### config.mk
export PLATFORM = sky130hd
export DESIGN_NAME = path_pattern_validator_top_flat
export DESIGN_NICKNAME = d
export VERILOG_FILES = /design/src/rtl/core/ppv_pkg.sv /design/src/rtl/core/ppv_in_if.sv /design/src/rtl/core/ppv_out_if.sv /design/src/rtl/core/ppv_cfg.sv /design/src/rtl/core/ppv_step.sv /design/src/rtl/core/path_pattern_validator_top.sv /design/src/flat_wrapper.sv
export SDC_FILE = /design/constraint.sdc
export NUM_CORES = 1
export LEC_CHECK = 0
export ABC_AREA = 1
export BUFFER_PORTS_ARGS = -buffer_cell sky130_fd_sc_hd__buf_2
export CAP_MARGIN = 20
export CORE_MARGIN = 2
export CORE_UTILIZATION = 40
export DETAILED_ROUTE_END_ITERATION = 8
export SYNTH_ARGS = -nofsm -noshare
export SYNTH_HDL_FRONTEND = slang
export SYNTH_SLANG_ARGS = --single-unit
### constraint.sdc
create_clock -name clk -period 3.4 [get_ports clk]
set_input_delay 0.34 -clock clk [delete_from_list [all_inputs] [get_ports clk]]
set_output_delay 0.34 -clock clk [all_outputs]
set_load 0.005 [all_outputs]
### src/rtl/core/ppv_pkg.sv
// ----------------------------------------------------------------------------
// ppv_pkg
// Types, codes and character helpers shared by the path pattern validator.
// ----------------------------------------------------------------------------
package ppv_pkg;

  localparam int unsigned ChW   = 8;
  localparam int unsigned RuleW = 2;
  localparam int unsigned CfgIdxW = 2;

  // Rule codes, two's complement: 1 = required, -1 = forbidden, else free
  localparam logic signed [RuleW-1:0] RULE_POS = 2'sb01;
  localparam logic signed [RuleW-1:0] RULE_NEG = 2'sb11;

  // Configuration register indexes
  localparam logic [CfgIdxW-1:0] REG_START    = 2'd0;
  localparam logic [CfgIdxW-1:0] REG_WILDCARD = 2'd1;
  localparam logic [CfgIdxW-1:0] REG_END      = 2'd2;

  // Characters
  localparam logic [ChW-1:0] CH_NUL    = 8'h00;
  localparam logic [ChW-1:0] CH_SPACE  = 8'h20;
  localparam logic [ChW-1:0] CH_SLASH  = 8'h2F;
  localparam logic [ChW-1:0] CH_BSLASH = 8'h5C;
  localparam logic [ChW-1:0] CH_LBRACE = 8'h7B;
  localparam logic [ChW-1:0] CH_RBRACE = 8'h7D;
  localparam logic [ChW-1:0] CH_DEL    = 8'h7F;
  localparam logic [ChW-1:0] CH_ZERO   = 8'h30;
  localparam logic [ChW-1:0] CH_THREE  = 8'h33;
  localparam logic [ChW-1:0] CH_SEVEN  = 8'h37;

  typedef enum logic [1:0] {
    ESC_NONE = 2'd0,
    ESC_BSL  = 2'd1,
    ESC_OCT1 = 2'd2,
    ESC_OCT2 = 2'd3
  } esc_phase_t;

  typedef struct packed {
    logic signed [RuleW-1:0] start_rule;
    logic signed [RuleW-1:0] wildcard_rule;
    logic signed [RuleW-1:0] end_rule;
  } cfg_t;

  function automatic logic is_wild_class(input logic [ChW-1:0] c);
    return (c == "$") || (c == "+") || (c == "?") || (c == "*") || (c == "@") ||
           (c == "x") || (c == "X") || (c == "a") || (c == "A") || (c == "-");
  endfunction

  function automatic logic is_octal(input logic [ChW-1:0] c);
    return (c >= CH_ZERO) && (c <= CH_SEVEN);
  endfunction

endpackage

### src/rtl/core/ppv_in_if.sv
// ----------------------------------------------------------------------------
// ppv_in_if
// Byte channel into the validator: valid/ready with one path byte per beat.
// ----------------------------------------------------------------------------
interface ppv_in_if;
  logic       valid;
  logic       ready;
  logic [7:0] ch;

  modport source (output valid, output ch, input ready);
  modport sink   (input valid, input ch, output ready);
endinterface

### src/rtl/core/ppv_out_if.sv
// ----------------------------------------------------------------------------
// ppv_out_if
// Verdict channel out of the validator: valid/ready with one flag per beat.
// ----------------------------------------------------------------------------
interface ppv_out_if;
  logic valid;
  logic ready;
  logic path_ok;

  modport source (output valid, output path_ok, input ready);
  modport sink   (input valid, input path_ok, output ready);
endinterface

### src/rtl/core/ppv_cfg.sv
// ----------------------------------------------------------------------------
// ppv_cfg
// Rule registers written through the plain configuration port.
// ----------------------------------------------------------------------------
module ppv_cfg (
  input  logic                       clk,
  input  logic                       rst_n,
  input  logic                       cfg_we,
  input  logic [ppv_pkg::CfgIdxW-1:0] cfg_idx,
  input  logic [ppv_pkg::RuleW-1:0]  cfg_wdata,
  output ppv_pkg::cfg_t              cfg
);
  import ppv_pkg::*;

  cfg_t cfg_r;
  cfg_t cfg_nxt;

  always_comb begin
    cfg_nxt = cfg_r;
    if (cfg_we) begin
      case (cfg_idx)
        REG_START:    cfg_nxt.start_rule    = cfg_wdata;
        REG_WILDCARD: cfg_nxt.wildcard_rule = cfg_wdata;
        REG_END:      cfg_nxt.end_rule      = cfg_wdata;
        default:      cfg_nxt = cfg_r;
      endcase
    end
  end

  always_ff @(posedge clk) begin
    if (!rst_n) begin
      cfg_r <= '0;
    end else begin
      cfg_r <= cfg_nxt;
    end
  end

  assign cfg = cfg_r;

endmodule

### src/rtl/core/ppv_step.sv
// ----------------------------------------------------------------------------
// ppv_step
// Per-string scan state and its combinational update for one path byte.
// ----------------------------------------------------------------------------
module ppv_step (
  input  logic                   clk,
  input  logic                   rst_n,
  input  ppv_pkg::cfg_t          cfg,
  input  logic                   beat,
  input  logic [ppv_pkg::ChW-1:0] ch,
  output logic                   verdict_valid,
  output logic                   verdict_ok
);
  import ppv_pkg::*;

  logic       failed_r, failed_nxt;
  esc_phase_t esc_r, esc_nxt;
  logic [1:0] oct_high_r, oct_high_nxt;
  logic [2:0] oct_mid_r, oct_mid_nxt;
  logic       esc_after_slash_r, esc_after_slash_nxt;
  logic       prev_slash_r, prev_slash_nxt;
  logic       need_slash_r, need_slash_nxt;
  logic       in_rep_r, in_rep_nxt;
  logic       has_wild_r, has_wild_nxt;
  logic       at_first_r, at_first_nxt;
  logic [8:0] oct_val;
  logic       wild_neg;

  assign wild_neg = (cfg.wildcard_rule == RULE_NEG);
  assign oct_val  = {oct_high_r, oct_mid_r, ch[2:0]} + 9'd0;

  always_comb begin
    failed_nxt          = failed_r;
    esc_nxt             = esc_r;
    oct_high_nxt        = oct_high_r;
    oct_mid_nxt         = oct_mid_r;
    esc_after_slash_nxt = esc_after_slash_r;
    prev_slash_nxt      = prev_slash_r;
    need_slash_nxt      = need_slash_r;
    in_rep_nxt          = in_rep_r;
    has_wild_nxt        = has_wild_r;
    at_first_nxt        = at_first_r;
    verdict_valid       = 1'b0;
    verdict_ok          = 1'b0;

    if (at_first_r) begin
      if ((cfg.start_rule == RULE_POS) && (ch != CH_SLASH)) failed_nxt = 1'b1;
      if ((cfg.start_rule == RULE_NEG) && (ch == CH_SLASH)) failed_nxt = 1'b1;
      at_first_nxt = 1'b0;
    end

    if (ch == CH_NUL) begin
      verdict_valid = beat;
      verdict_ok    = !failed_nxt;
      if ((cfg.end_rule == RULE_POS) && !prev_slash_r) verdict_ok = 1'b0;
      if ((cfg.end_rule == RULE_NEG) && prev_slash_r)  verdict_ok = 1'b0;
      if ((esc_r != ESC_NONE) || need_slash_r || in_rep_r) verdict_ok = 1'b0;
      if ((cfg.wildcard_rule == RULE_POS) && !has_wild_r) verdict_ok = 1'b0;
      // start over for the next string
      failed_nxt          = 1'b0;
      esc_nxt             = ESC_NONE;
      oct_high_nxt        = '0;
      oct_mid_nxt         = '0;
      esc_after_slash_nxt = 1'b0;
      prev_slash_nxt      = 1'b0;
      need_slash_nxt      = 1'b0;
      in_rep_nxt          = 1'b0;
      has_wild_nxt        = 1'b0;
      at_first_nxt        = 1'b1;
    end else begin
      if (need_slash_r) begin
        if (ch != CH_SLASH) failed_nxt = 1'b1;
        need_slash_nxt = 1'b0;
      end

      case (esc_r)
        ESC_BSL: begin
          esc_nxt = ESC_NONE;
          if (ch == CH_BSLASH) begin
            esc_nxt = ESC_NONE;
          end else if (is_wild_class(ch)) begin
            if (wild_neg) failed_nxt = 1'b1;
            else has_wild_nxt = 1'b1;
          end else if (ch == CH_LBRACE) begin
            if (!esc_after_slash_r || wild_neg) begin
              failed_nxt = 1'b1;
            end else begin
              has_wild_nxt = 1'b1;
              in_rep_nxt   = 1'b1;
            end
          end else if (ch == CH_RBRACE) begin
            if (!in_rep_r) begin
              failed_nxt = 1'b1;
            end else begin
              in_rep_nxt     = 1'b0;
              need_slash_nxt = 1'b1;
            end
          end else if ((ch >= CH_ZERO) && (ch <= CH_THREE)) begin
            oct_high_nxt = ch[1:0];
            esc_nxt      = ESC_OCT1;
          end else begin
            failed_nxt = 1'b1;
          end
        end
        ESC_OCT1: begin
          if (is_octal(ch)) begin
            oct_mid_nxt = ch[2:0];
            esc_nxt     = ESC_OCT2;
          end else begin
            failed_nxt = 1'b1;
            esc_nxt    = ESC_NONE;
          end
        end
        ESC_OCT2: begin
          esc_nxt = ESC_NONE;
          if (is_octal(ch)) begin
            // reject NUL and anything that could have been written plainly
            if ((oct_val == 9'd0) ||
                ((oct_val > {1'b0, CH_SPACE}) && (oct_val < {1'b0, CH_DEL}))) begin
              failed_nxt = 1'b1;
            end
          end else begin
            failed_nxt = 1'b1;
          end
        end
        default: begin
          if (ch == CH_BSLASH) begin
            esc_after_slash_nxt = prev_slash_r;
            esc_nxt             = ESC_BSL;
          end else if (in_rep_r && (ch == CH_SLASH)) begin
            failed_nxt = 1'b1;
          end else if ((ch <= CH_SPACE) || (ch >= CH_DEL)) begin
            failed_nxt = 1'b1;
          end
        end
      endcase

      prev_slash_nxt = (ch == CH_SLASH);
    end
  end

  always_ff @(posedge clk) begin
    if (!rst_n) begin
      failed_r          <= 1'b0;
      esc_r             <= ESC_NONE;
      oct_high_r        <= '0;
      oct_mid_r         <= '0;
      esc_after_slash_r <= 1'b0;
      prev_slash_r      <= 1'b0;
      need_slash_r      <= 1'b0;
      in_rep_r          <= 1'b0;
      has_wild_r        <= 1'b0;
      at_first_r        <= 1'b1;
    end else if (beat) begin
      failed_r          <= failed_nxt;
      esc_r             <= esc_nxt;
      oct_high_r        <= oct_high_nxt;
      oct_mid_r         <= oct_mid_nxt;
      esc_after_slash_r <= esc_after_slash_nxt;
      prev_slash_r      <= prev_slash_nxt;
      need_slash_r      <= need_slash_nxt;
      in_rep_r          <= in_rep_nxt;
      has_wild_r        <= has_wild_nxt;
      at_first_r        <= at_first_nxt;
    end
  end

  a_term_restarts: assert property (@(posedge clk) disable iff (!rst_n)
    (beat && (ch == CH_NUL)) |=> (at_first_r && !failed_r && (esc_r == ESC_NONE)))
    else $error("scan state not cleared after terminator");

  a_first_no_escape: assert property (@(posedge clk) disable iff (!rst_n)
    at_first_r |-> ((esc_r == ESC_NONE) && !in_rep_r && !need_slash_r && !has_wild_r))
    else $error("string state present before first byte");

  a_group_exclusive: assert property (@(posedge clk) disable iff (!rst_n)
    !(in_rep_r && need_slash_r))
    else $error("open group and pending close slash at once");

endmodule

### src/rtl/core/path_pattern_validator_top.sv
// ----------------------------------------------------------------------------
// path_pattern_validator_top
// Checks a byte stream of path strings and gives one pass/fail per string.
// ----------------------------------------------------------------------------
// Usage:
//   in_if  : one path byte per beat; a zero byte ends the string.
//   out_if : one beat per string, path_ok = 1 when all rules hold.
//   cfg_*  : write start, wildcard and end rules (index 0, 1, 2) while the
//            block is idle; each takes effect from the next byte on.
// Timing:
//   A byte is taken every cycle unless a stall holds input ready low. The
//   scan state is updated in the cycle the byte is accepted; the verdict
//   for a terminator appears in the output register in the cycle after
//   acceptance. Throughput is one byte per cycle outside stalls, set by the
//   combinational update of the scan state registers.
// Stall:
//   While a verdict waits in the output register and the receiver holds
//   ready low, input ready drops; a taken verdict frees the register in
//   the same cycle, so back-to-back strings run at full rate.
// Reset:
//   Synchronous rst_n clears rules to free, scan state to string start and
//   the output register to empty.
// ----------------------------------------------------------------------------
module path_pattern_validator_top (
  input  logic                        clk,
  input  logic                        rst_n,
  ppv_in_if.sink                      in_if,
  ppv_out_if.source                   out_if,
  input  logic                        cfg_we,
  input  logic [ppv_pkg::CfgIdxW-1:0] cfg_idx,
  input  logic [ppv_pkg::RuleW-1:0]   cfg_wdata
);
  import ppv_pkg::*;

  cfg_t cfg;
  logic in_beat;
  logic verdict_valid;
  logic verdict_ok;
  logic out_valid_r, out_valid_nxt;
  logic out_ok_r, out_ok_nxt;

  assign in_if.ready = !out_valid_r || out_if.ready;
  assign in_beat     = in_if.valid && in_if.ready;

  ppv_cfg u_cfg (
    .clk       (clk),
    .rst_n     (rst_n),
    .cfg_we    (cfg_we),
    .cfg_idx   (cfg_idx),
    .cfg_wdata (cfg_wdata),
    .cfg       (cfg)
  );

  ppv_step u_step (
    .clk           (clk),
    .rst_n         (rst_n),
    .cfg           (cfg),
    .beat          (in_beat),
    .ch            (in_if.ch),
    .verdict_valid (verdict_valid),
    .verdict_ok    (verdict_ok)
  );

  always_comb begin
    out_valid_nxt = out_valid_r;
    out_ok_nxt    = out_ok_r;
    if (out_valid_r && out_if.ready) out_valid_nxt = 1'b0;
    if (verdict_valid) begin
      out_valid_nxt = 1'b1;
      out_ok_nxt    = verdict_ok;
    end
  end

  always_ff @(posedge clk) begin
    if (!rst_n) begin
      out_valid_r <= 1'b0;
    end else begin
      out_valid_r <= out_valid_nxt;
    end
  end

  always_ff @(posedge clk) begin
    out_ok_r <= out_ok_nxt;
  end

  assign out_if.valid   = out_valid_r;
  assign out_if.path_ok = out_ok_r;

  a_term_gives_verdict: assert property (@(posedge clk) disable iff (!rst_n)
    (in_beat && (in_if.ch == CH_NUL)) |=> out_valid_r)
    else $error("terminator accepted without a verdict");

  a_byte_no_verdict: assert property (@(posedge clk) disable iff (!rst_n)
    (!out_valid_r && in_beat && (in_if.ch != CH_NUL)) |=> !out_valid_r)
    else $error("verdict raised for a plain byte");

  a_no_overwrite: assert property (@(posedge clk) disable iff (!rst_n)
    (out_valid_r && !out_if.ready) |-> !verdict_valid)
    else $error("pending verdict overwritten");

endmodule

### src/flat_wrapper.sv
// flat-port wrapper written by rule: the top's interface ports become plain ports
module path_pattern_validator_top_flat import ppv_pkg::*;
  (clk, rst_n, cfg_we, cfg_idx, cfg_wdata, in_if_valid, in_if_ch, in_if_ready, out_if_valid, out_if_path_ok, out_if_ready);
  ppv_in_if in_if_i ();
  ppv_out_if out_if_i ();
  input  logic clk;
  input  logic rst_n;
  input  logic cfg_we;
  input  logic [ppv_pkg::CfgIdxW-1:0] cfg_idx;
  input  logic [ppv_pkg::RuleW-1:0] cfg_wdata;
  input wire logic [$bits(in_if_i.valid)-1:0] in_if_valid;
  input wire logic [$bits(in_if_i.ch)-1:0] in_if_ch;
  output wire logic [$bits(in_if_i.ready)-1:0] in_if_ready;
  output wire logic [$bits(out_if_i.valid)-1:0] out_if_valid;
  output wire logic [$bits(out_if_i.path_ok)-1:0] out_if_path_ok;
  input wire logic [$bits(out_if_i.ready)-1:0] out_if_ready;
  assign in_if_i.valid = in_if_valid;
  assign in_if_i.ch = in_if_ch;
  assign in_if_ready = in_if_i.ready;
  assign out_if_valid = out_if_i.valid;
  assign out_if_path_ok = out_if_i.path_ok;
  assign out_if_i.ready = out_if_ready;
  path_pattern_validator_top u_core (.clk(clk), .rst_n(rst_n), .in_if(in_if_i), .out_if(out_if_i), .cfg_we(cfg_we), .cfg_idx(cfg_idx), .cfg_wdata(cfg_wdata));
endmodule
==> results_dict.tcl, run 1 <==
set metrics [dict create \
    grtUsageTotal_pct 18.0 \
    cpMaxStageDelayCell "nor3_4" \
    finClkSkew_ns 0.00153 \
    slew_viol_final 0 \
    finalSetupTns_ns 0 \
    post_cts_resized 0 \
    hold_path_class "input pin to flop" \
    endpoint_kind "flop" \
    io_pins 20 \
    drive_above_1_share_pct 13.8 \
    ys_ff_latch 22 \
    cts_tree "built" \
    cpLargestDelayFamily "simple AND/OR/NAND/NOR gates" \
    mostFrequentLayoutCell "nand2_1" \
    viasPerCell 4.85 \
    dp.cells 288 \
    swShare_pct 26.5 \
    io_buffers 19 \
    yosysTopAreaCell "dfxtp_1" \
    place_area_um2 1500 \
    power.total_mw 0.478 \
    die_h_um 62.3 \
    insertion_delay_ns 0.31 \
    die_x_um 62.3 \
    drtIter0Drc 90 \
    drv_cap 0 \
    fin_ws_ns 1.88 \
    die_area_um2 3880 \
    dr.pass1.iters 4 \
    fmax_mhz 658 \
    synth_area_leaders "dfxtp_1 (31%), nand2_1 (14%), nor2_1 (9.1%)" \
    syn-cell-area_um2 1360 \
    critPathBufInv 2 \
    seq_power_share_pct 56.1 \
    start_util_pct 41.0 \
    stdcell_count 292 \
    synth_fp_nets 242 \
    power.share.clock_pct 30.8 \
    layout_common_cells "nand2_1 (52), nor2_1 (33), inv_1 (32)" \
    slowest_delay_ns 0.32 \
    synth.top_cell.area_share_pct 30.9 \
    finalWirelength_mm 3.15 \
    synth.distinct_cells 22 \
    place_hpwl_mm 2.50 \
    grt-ovfl-total 0 \
    area_growth_pct 13.4 \
    cpMostUsedCell "nor2_2" \
    p_int_mw 0.351 \
    peakVddDrop_mv 0.137 \
    fin_area_um2 1540 \
    first_global_vias 1308 \
    slew_headroom_pct 74.4 \
    critical_path_class "input pin to flop" \
    vias 1417 \
    rsz0062_at_grt "no" \
    n_antenna_cell 0 \
    clock-sinks 22 \
    fill_cells 371 \
    ctsHoldBuffers 0 \
    powerDensity_nw_per_um2 311 \
    comb_power_share_pct 13.2 \
    holdWs_ns 0.286 \
    leakage_nw 0.692 \
    routedWlPerCell_um 10.8 \
    startpoint_type "input pin" \
    fin_util_pct 46.5 \
    crit_fanout 6 \
    crit_path_cell_trace "buf_2 -> nor2_2 -> inv_2 -> nor3_4 -> nor2_2 -> nor2_2 -> nand2_2 -> nor2_4 -> nand2_2 -> o21ai_1 -> a21oi_1" \
    synth_area_per_cell_um2 6.04 \
    grt_antenna_before_repair 0 \
    core_um2 3310 \
    final-setup-viol-count 0 \
    hold_violations 0 \
    cp.required_ns 3.61 \
    drc_errors 0 \
    cts.clk_slew.worst_paths_ns 0.12 \
    post-route-period-util_pct 44.7 \
    htreeDepth 1 \
    tightest_slew_ns 0.381 \
    seq_area_frac_synth_pct 33.1 \
    final_antenna_net_count 0 \
    pre_cts_ws_ns 1.57 \
    cts_setup_buffers 0 \
    final.min_clock_period_ns 1.52 \
    cts_made_buffers 3 \
    synth_cells 225 \
    grt_first_pass_wirelength_mm 5.67 \
    ys_warn_count 0 \
    p_sw_mw 0.127 \
    cts-root-buf "clkbuf_4" \
    grt_max_degree 15 \
    cts_buffer_depth 2 \
    fin_nets 264 \
    cp_data_arrival_time_ns 1.73 \
    status "complete, no violations" \
    place_congestion 0.884 \
    num_rows 21 \
]
-- layer usage --
metal	vias up	wire length (um)	GRT usage [%]	share of wire, %
met4	0	31	5.83	0.99
li1	773	-	-	-
met3	4	129	2.72	4.1
met2	25	1420	31.0	45
met1	615	1560	23.3	50
met5	-	0	0	0
-- cells by family (layout without fill, tap and decap cells) --
group	count (synthesis)	in the layout	share of synthesized area (%)
compound gates	42	42	16.2
buf+inv	36	57	9.95
flops	22	22	33.1
simple gates	125	125	40.7
-- cell usage after synthesis, drive strengths merged --
cell type	n
nand4	1
clkbuf	2
nand2	55
o21ai	17
dfxtp	21
nor3	11
a21oi	20
inv	34
a31oi	3
o2111ai	1
edfxtp	1
o211ai	1
nand3b	1
nor2	37
nand3	20
-- registers in the layout (all words and copies together), names as in the netlist --
register                         flops
u_core.out_if.valid                  1
u_core.u_step.in_rep_r               1
u_core.u_step.prev_slash_r           1
u_core.u_step.oct_mid_r              3
u_core.u_step.need_slash_r           1
u_core.out_if.path_ok                1
u_core.u_step.has_wild_r             1
u_core.u_step.oct_high_r             2
u_core.u_step.at_first_r             1
u_core.u_step.esc_after_slash_r      1
u_core.u_step.failed_r               1
u_core.u_step.esc_r                  2
u_core.u_cfg.cfg                     6
-- worst register-to-register path: stages, from the launching register on --
cell and delay (ns):
dfxtp_1 0.35, nand2_1 0.08, nand2_1 0.30, inv_1 0.18
o21ai_0 0.13, inv_1 0.14, o21ai_0 0.17, a21oi_1 0.05
-- power groups by stage --
stage	combinational, mW	clock (mW)	sequential (mW)
final	0.0630	0.147	0.268
after global routing	0.0739	0.164	0.269
after CTS	0.0629	0.154	0.268
after detailed placement	0.0626	0	0.274
after global placement	0.0630	0	0.274
after floorplan	0.0398	0	0.273
-- worst paths after layout --
kind                                          startpoint  slack, ns                          end  cells after the start
worst max-delay path                         in_if_ch[1]       1.88  u_core.u_step.oct_high_r[0]                     11
worst min-delay path                        cfg_wdata[0]       0.29          u_core.u_cfg.cfg[0]                      3
worst max register to register       u_core.out_if.valid       1.92   u_core.u_step.oct_mid_r[0]                      7
worst min register to register  u_core.u_step.has_wild_r       0.47     u_core.u_step.has_wild_r                      2
-- cell type report --
| type | instances | area (um2) | area share [%] |
|---|---|---|---|
| clock buffers | 4 | 36.3 | 2.36 |
| flip-flops and latches | 22 | 450 | 29.2 |
| inverters | 34 | 128 | 8.29 |
| well taps | 46 | 57.6 | 3.74 |
| multi-input cells | 167 | 773 | 50.2 |
| repair buffers | 19 | 95.1 | 6.17 |
Note: power is estimated with default switching activity, not from simulation.
==> run 2: changes to the inputs <==
--- a/config.mk
+++ b/config.mk
@@ -5,7 +5,7 @@
 export SDC_FILE = /design/constraint.sdc
 export NUM_CORES = 1
 export LEC_CHECK = 0
-export ABC_AREA = 1
+export ABC_AREA = 0
 export BUFFER_PORTS_ARGS = -buffer_cell sky130_fd_sc_hd__buf_2
 export CAP_MARGIN = 20
 export CORE_MARGIN = 2
==> constraint.sdc (replaced) <==
create_clock -name clk -period 1.3 [get_ports clk]
set_input_delay 0.13 -clock clk [delete_from_list [all_inputs] [get_ports clk]]
set_output_delay 0.13 -clock clk [all_outputs]
set_load 0.005 [all_outputs]
==> run 2 against run 1 <==
Effect of this change: the flow now finishes with violations (negative setup slack); register-to-register slack got worse by 2.1 ns; synthesized area decreased by 0.37%; via count decreased by 2.5%; synthesized cell count decreased by 27%; power increased to 2.8 times the previous value; global-route usage increased by 0.87 points; setup slack got worse by 2.1 ns; highest routed layer unchanged; sequential share of layout area decreased by 5.0 points.
==> results_dict.tcl, run 2 <==
set metrics [dict create \
    io_pins 20 \
    layout_common_cells "buf_4 (35), nand2_1 (22), dfxtp_1 (19)" \
    fin_nets 234 \
    final-setup-viol-count 12 \
    first_global_vias 1414 \
    yosysTopAreaCell "dfxtp_1" \
    drtIter0Drc 21 \
    clock-sinks 22 \
    seq_area_frac_synth_pct 33.3 \
    start_util_pct 41.2 \
    vias 1381 \
    area_growth_pct 38.5 \
    viasPerCell 5.27 \
    ys_warn_count 0 \
    finClkSkew_ns 0.00509 \
    syn-cell-area_um2 1350 \
    place_hpwl_mm 2.77 \
    endpoint_kind "flop" \
    fmax_mhz 657 \
    drive_above_1_share_pct 38.4 \
    die_x_um 62.2 \
    grtUsageTotal_pct 18.9 \
    slew_viol_final 0 \
    violations "negative setup slack" \
    critical_path_class "input pin to flop" \
    ctsHoldBuffers 0 \
    hold_violations 0 \
    final.min_clock_period_ns 1.52 \
    ys_ff_latch 22 \
    grt-ovfl-total 0 \
    cts_tree "built" \
    finalWirelength_mm 3.54 \
    finalSetupTns_ns -1.58 \
    synth.distinct_cells 47 \
    post-route-period-util_pct 117 \
    fin_ws_ns -0.223 \
    synth_area_per_cell_um2 8.20 \
    synth_most_common_cell "nand2_1" \
    swShare_pct 23.9 \
    startpoint_type "input pin" \
    largest_register_ffs 6 \
    cts_buffer_depth 2 \
    cts_made_buffers 3 \
    core_um2 3280 \
    leakage_nw 0.808 \
    routedWlPerCell_um 13.5 \
    tightest_slew_ns 0.402 \
    ys_async_sr_fraction_pct 0 \
    holdWs_ns 0.121 \
    die_h_um 62.2 \
    insertion_delay_ns 0.31 \
    rsz0062_at_grt "yes" \
    mostFrequentLayoutCell "buf_4" \
    status "complete, but fails checks" \
    drc_errors 0 \
    grt_max_degree 14 \
    holdPathStages 3 \
    crit_fanout 3 \
    synth_cells 165 \
    synth_edf_count 1 \
    place_congestion 0.959 \
    cp.required_ns 1.55 \
    hold_path_class "input pin to flop" \
    final_antenna_net_count 0 \
    p_int_mw 1.04 \
    io_buffers 19 \
    comb_power_share_pct 16.3 \
    yosys-top-cells-count "nand2_1 (24), dfxtp_1 (21), nor2_1 (13)" \
    ff2ff_path_depth 5 \
    cts.clk_slew.worst_paths_ns 0.12 \
    fill_cells 313 \
    n_antenna_cell 0 \
    synth_area_leaders "dfxtp_1 (31%), mux2i_1 (8.9%), nand2_1 (6.7%)" \
    powerDensity_nw_per_um2 726 \
    cp_data_arrival_time_ns 1.78 \
    synth.top_cell.area_share_pct 31.1 \
    ys.flop_type "dfxtp_1" \
    grt_first_pass_wirelength_mm 5.98 \
    num_rows 21 \
    synth_fp_nets 182 \
    peakVddDrop_mv 0.335 \
    cts-root-buf "clkbuf_4" \
    power.share.clock_pct 32.7 \
    p_sw_mw 0.326 \
    slew_headroom_pct 73.2 \
    dr.pass1.iters 5 \
    grt_antenna_before_repair 0 \
    die_area_um2 3870 \
    seq_power_share_pct 51.0 \
    htreeDepth 1 \
    drv_cap 0 \
]
## run 2: cell types whose count changed after synthesis, moves of 4 or more
cell | before | now
inv_1 | 32 | 2
nand2_1 | 52 | 24
nor2_1 | 33 | 13
a21oi_1 | 20 | 3
nand3_1 | 20 | 7
mux2i_1 | 0 | 12
nor2b_1 | 0 | 12
o21ai_0 | 16 | 8
a21boi_0 | 0 | 4
xnor2_1 | 0 | 4
## run 2: worst paths after layout
| check | from | endpoint | slack, ns |
|---|---|---|---|
| max | in_if_ch[2] | u_core.u_step.in_rep_r | -0.22 |
| min | cfg_wdata[0] | u_core.u_cfg.cfg[0] | 0.12 |
| max reg2reg | u_core.u_step.esc_r[0] | u_core.u_step.oct_high_r[0] | -0.15 |
| min reg2reg | u_core.u_step.at_first_r | u_core.u_step.at_first_r | 0.47 |
## run 2: area by class of cell
class	instances	area, um2	share of cell area [%]
timing repair buffer	55	382	20.3
tap	46	57.6	3.07
multi-input combinational	133	926	49.4
inverter	2	7.51	0.400
sequential	22	455	24.3
clock buffer	4	47.5	2.54
## run 2: layer usage
metal / share of wire [%] / up-vias / global-route usage (%) / wire (um)
li1: - / 692 / - / -
met1: 42 / 636 / 22.0 / 1500
met2: 52 / 42 / 35.6 / 1850
met3: 3.0 / 11 / 1.09 / 105
met4: 2.4 / 0 / 8.33 / 84
met5: 0 / - / 0 / 0
## run 2: kinds of logic (layout without fill, tap and decap cells)
| family | Yosys count | count (layout) | share of synthesized area [%] |
|---|---|---|---|
| AO/OA/AOI/OAI | 31 | 31 | 15.9 |
| XOR/XNOR | 4 | 4 | 2.59 |
| buffers and inverters | 10 | 61 | 4.25 |
| flip-flops | 22 | 22 | 33.3 |
| multiplexers | 12 | 12 | 8.87 |
| AND/OR/NAND/NOR | 86 | 86 | 35.1 |
## run 2: through the flow
| step | util [%] | power [mW] | cells | area [um2] | worst slack, ns |
|---|---|---|---|---|---|
| 3_3_place_gp | 51.8 | 0.910 | 254 | 1700 | -0.586 |
| 4_1_cts | 54.5 | 1.36 | 259 | 1790 | -0.238 |
| 3_5_place_dp | 51.8 | 0.916 | 254 | 1700 | -0.592 |
| 2_1_floorplan | - | 0.819 | 165 | 1360 | -0.393 |
| 5_1_grt | 57.1 | 1.43 | 262 | 1880 | -0.288 |
| 6_report | 57.1 | 1.36 | 262 | 1880 | -0.223 |
## run 2: timing repair
item                                    4_1_cts  5_1_grt
setup buffers                                 1        3
resized for setup                             8       17
pin swaps                                     7        5
endpoints found under the setup margin       11       16
## run 2: worst max-delay path, cell delays in order
cell and delay, ns:
buf_6 0.09, or4_4 0.53, or4b_4 0.54, o211ai_4 0.11, nor2_1 0.06, o211ai_1 0.12, mux2i_1 0.19
## run 2: power by group through the flow
stage	combinational, mW	sequential (mW)	clock, mW
after floorplan	0.109	0.710	0
after detailed placement	0.204	0.712	0
final	0.222	0.695	0.445
after global placement	0.199	0.711	0
after global routing	0.245	0.696	0.485
after CTS	0.212	0.697	0.456
==> run 3: changes to the inputs <==
--- a/config.mk
+++ b/config.mk
@@ -9,8 +9,10 @@
 export BUFFER_PORTS_ARGS = -buffer_cell sky130_fd_sc_hd__buf_2
 export CAP_MARGIN = 20
 export CORE_MARGIN = 2
-export CORE_UTILIZATION = 40
+export CORE_UTILIZATION = 45
+export CTS_CLUSTER_SIZE = 40
 export DETAILED_ROUTE_END_ITERATION = 8
+export PLACE_DENSITY = 0.68
 export SYNTH_ARGS = -nofsm -noshare
 export SYNTH_HDL_FRONTEND = slang
 export SYNTH_SLANG_ARGS = --single-unit
==> run 3 against run 2 <==
Effect of this change: the flow finishes with violations (design-rule violations, negative setup slack); design area fell by 1.1%; clock skew grew 0.0095 ns; non-clock buffer count increased by 1; setup slack got worse by 0.047 ns; hold slack worse by 0.025 ns; count of clock-buffer cells in the layout is the same; critical path type unchanged; critical endpoint unchanged.
==> results_dict.tcl, run 3 (same netlist as run 2, synthesis figures left out) <==
set metrics [dict create \
    hold_violations 0 \
    routedWlPerCell_um 13.8 \
    drc_errors 1 \
    fin_ws_ns -0.270 \
    die_h_um 58.9 \
    critical_path_class "input pin to flop" \
    grtUsageMet2_pct 36.8 \
    comb_power_share_pct 17.8 \
    busiest_layer "met2" \
    final_antenna_net_count 0 \
    timing.rr.start "u_core.u_step.esc_r[0]" \
    first_global_vias 1348 \
    drv_cap 0 \
    status "complete, but fails checks" \
    leakage_nw 0.808 \
    grt_antenna_before_repair 0 \
    powerDensity_nw_per_um2 669 \
    startpoint_type "input pin" \
    ctsHoldBuffers 0 \
    cts_buffer_depth 2 \
    cp.required_ns 1.56 \
    cts_tree "built" \
    slew_headroom_pct 74.1 \
    core_um2 2810 \
    cts-root-buf "clkbuf_4" \
    finClkSkew_ns 0.0146 \
    power.total_mw 1.24 \
    dr.pass1.iters 7 \
    num_rows 19 \
    cp-endpoint "u_core.u_step.in_rep_r" \
    hold_path_class "input pin to flop" \
    htreeDepth 1 \
    fill_cells 234 \
    use_met3_pct 3.74 \
    cts.clk_slew.worst_paths_ns 0.12 \
    largest_register_ffs 6 \
    grt_first_pass_wirelength_mm 5.62 \
    grtUsageTotal_pct 20.6 \
    cpLargestDelayFamily "simple AND/OR/NAND/NOR gates" \
    slowest_delay_ns 0.56 \
    cpMaxStageDelayCell "or4b_4" \
    fmax_mhz 637 \
    io_pins 20 \
    cp_data_arrival_time_ns 1.83 \
    start_util_pct 48.3 \
    die_x_um 58.9 \
    final.min_clock_period_ns 1.57 \
    slew_viol_final 0 \
    critPathBufInv 1 \
    violations "design-rule violations, negative setup slack" \
    use_met1_pct 25.4 \
    drive_above_1_share_pct 40.1 \
    reg2reg_to "u_core.out_if.path_ok" \
    p_int_mw 0.922 \
    final-setup-viol-count 12 \
    mostFrequentLayoutCell "buf_4" \
    power.share.clock_pct 26.2 \
    cts_made_buffers 3 \
    insertion_delay_ns 0.32 \
    place_congestion 0.894 \
    holdWs_ns 0.0964 \
    post-route-period-util_pct 121 \
    n_antenna_cell 0 \
    seq_power_share_pct 56.0 \
    peakVddDrop_mv 0.460 \
    layout_common_cells "buf_4 (35), nand2_1 (21), dfxtp_1 (19)" \
    worst-path-stages 7 \
    io_buffers 19 \
    clock-sinks 22 \
    tightest_slew_ns 0.387 \
    area_growth_pct 37.0 \
    crit_start "in_if_ch[7]" \
    grt_max_degree 14 \
    rsz0062_at_grt "yes" \
    fin_util_pct 66.1 \
    ff2ff_path_depth 4 \
    grt-ovfl-total 0 \
    die_area_um2 3460 \
    swShare_pct 25.6 \
    place_hpwl_mm 2.68 \
    crit_path_cell_trace "buf_6 -> or4_4 -> or4b_4 -> o211ai_4 -> nor2_1 -> o211ai_1 -> mux2i_1" \
    crit_fanout 3 \
    viasPerCell 5.58 \
    fin_nets 235 \
    reg2reg_slack_ns -0.18 \
    endpoint_kind "flop" \
    pre_cts_ws_ns -0.594 \
    finalSetupTns_ns -1.67 \
    p_sw_mw 0.318 \
    drtIter0Drc 43 \
    vias 1385 \
    finalWirelength_mm 3.42 \
]
-- run 3: cell type report --
type	instances	area, um2	share of cell area, %
Sequential cell	22	455	24.6
Tap cell	31	38.8	2.09
Multi-Input combinational cell	133	933	50.3
Clock buffer	4	26.3	1.42
Timing Repair Buffer	56	393	21.2
Inverter	2	7.51	0.405
-- run 3: repair_timing --
action / CTS / global route
setup buffers: 1 / 5
endpoints found under the setup margin: 14 / 13
gates resized for setup: 16 / 14
gates cloned: 0 / 0
pin swaps: 9 / 9
-- run 3: per-layer routing --
| layer | vias up | wire length (um) |
|---|---|---|
| met3 | 8 | 176 |
| met2 | 39 | 1720 |
| met1 | 642 | 1460 |
| met4 | 0 | 65 |
| li1 | 696 | - |
| met5 | - | 0 |
-- run 3: worst min-delay path, stage by stage --
cell,delay [ns]
buf_2,0.10
mux2i_1,0.06
nor2b_1,0.09
-- run 3: power groups by stage --
stage | Combinational, mW | Sequential [mW] | Clock (mW)
after floorplan | 0.109 | 0.710 | 0
after global placement | 0.197 | 0.711 | 0
after detailed placement | 0.203 | 0.711 | 0
after CTS | 0.214 | 0.696 | 0.324
final | 0.221 | 0.695 | 0.325
after global routing | 0.243 | 0.696 | 0.345
-- run 3: worst min path at each step --
stage / from / depth (start not counted) / endpoint / slack, ns
finish: cfg_wdata[0] / 3 / u_core.u_cfg.cfg[0] / 0.1
global route: rst_n / 2 / u_core.u_step.esc_r[0] / 0.11
CTS: cfg_wdata[1] / 3 / u_core.u_cfg.cfg[1] / 0.11
detailed placement: cfg_wdata[1] / 3 / u_core.u_cfg.cfg[1] / 0.44
global placement: cfg_wdata[0] / 3 / u_core.u_cfg.cfg[0] / 0.42
floorplan: rst_n / 2 / u_core.u_step.oct_high_r[0] / 0.28
-- run 3: stage by stage --
stage | instances | instance area [um2]
floorplan | 165 | 1360
global placement | 238 | 1680
detailed placement | 238 | 1680
CTS | 243 | 1770
global route | 248 | 1850
finish | 248 | 1850
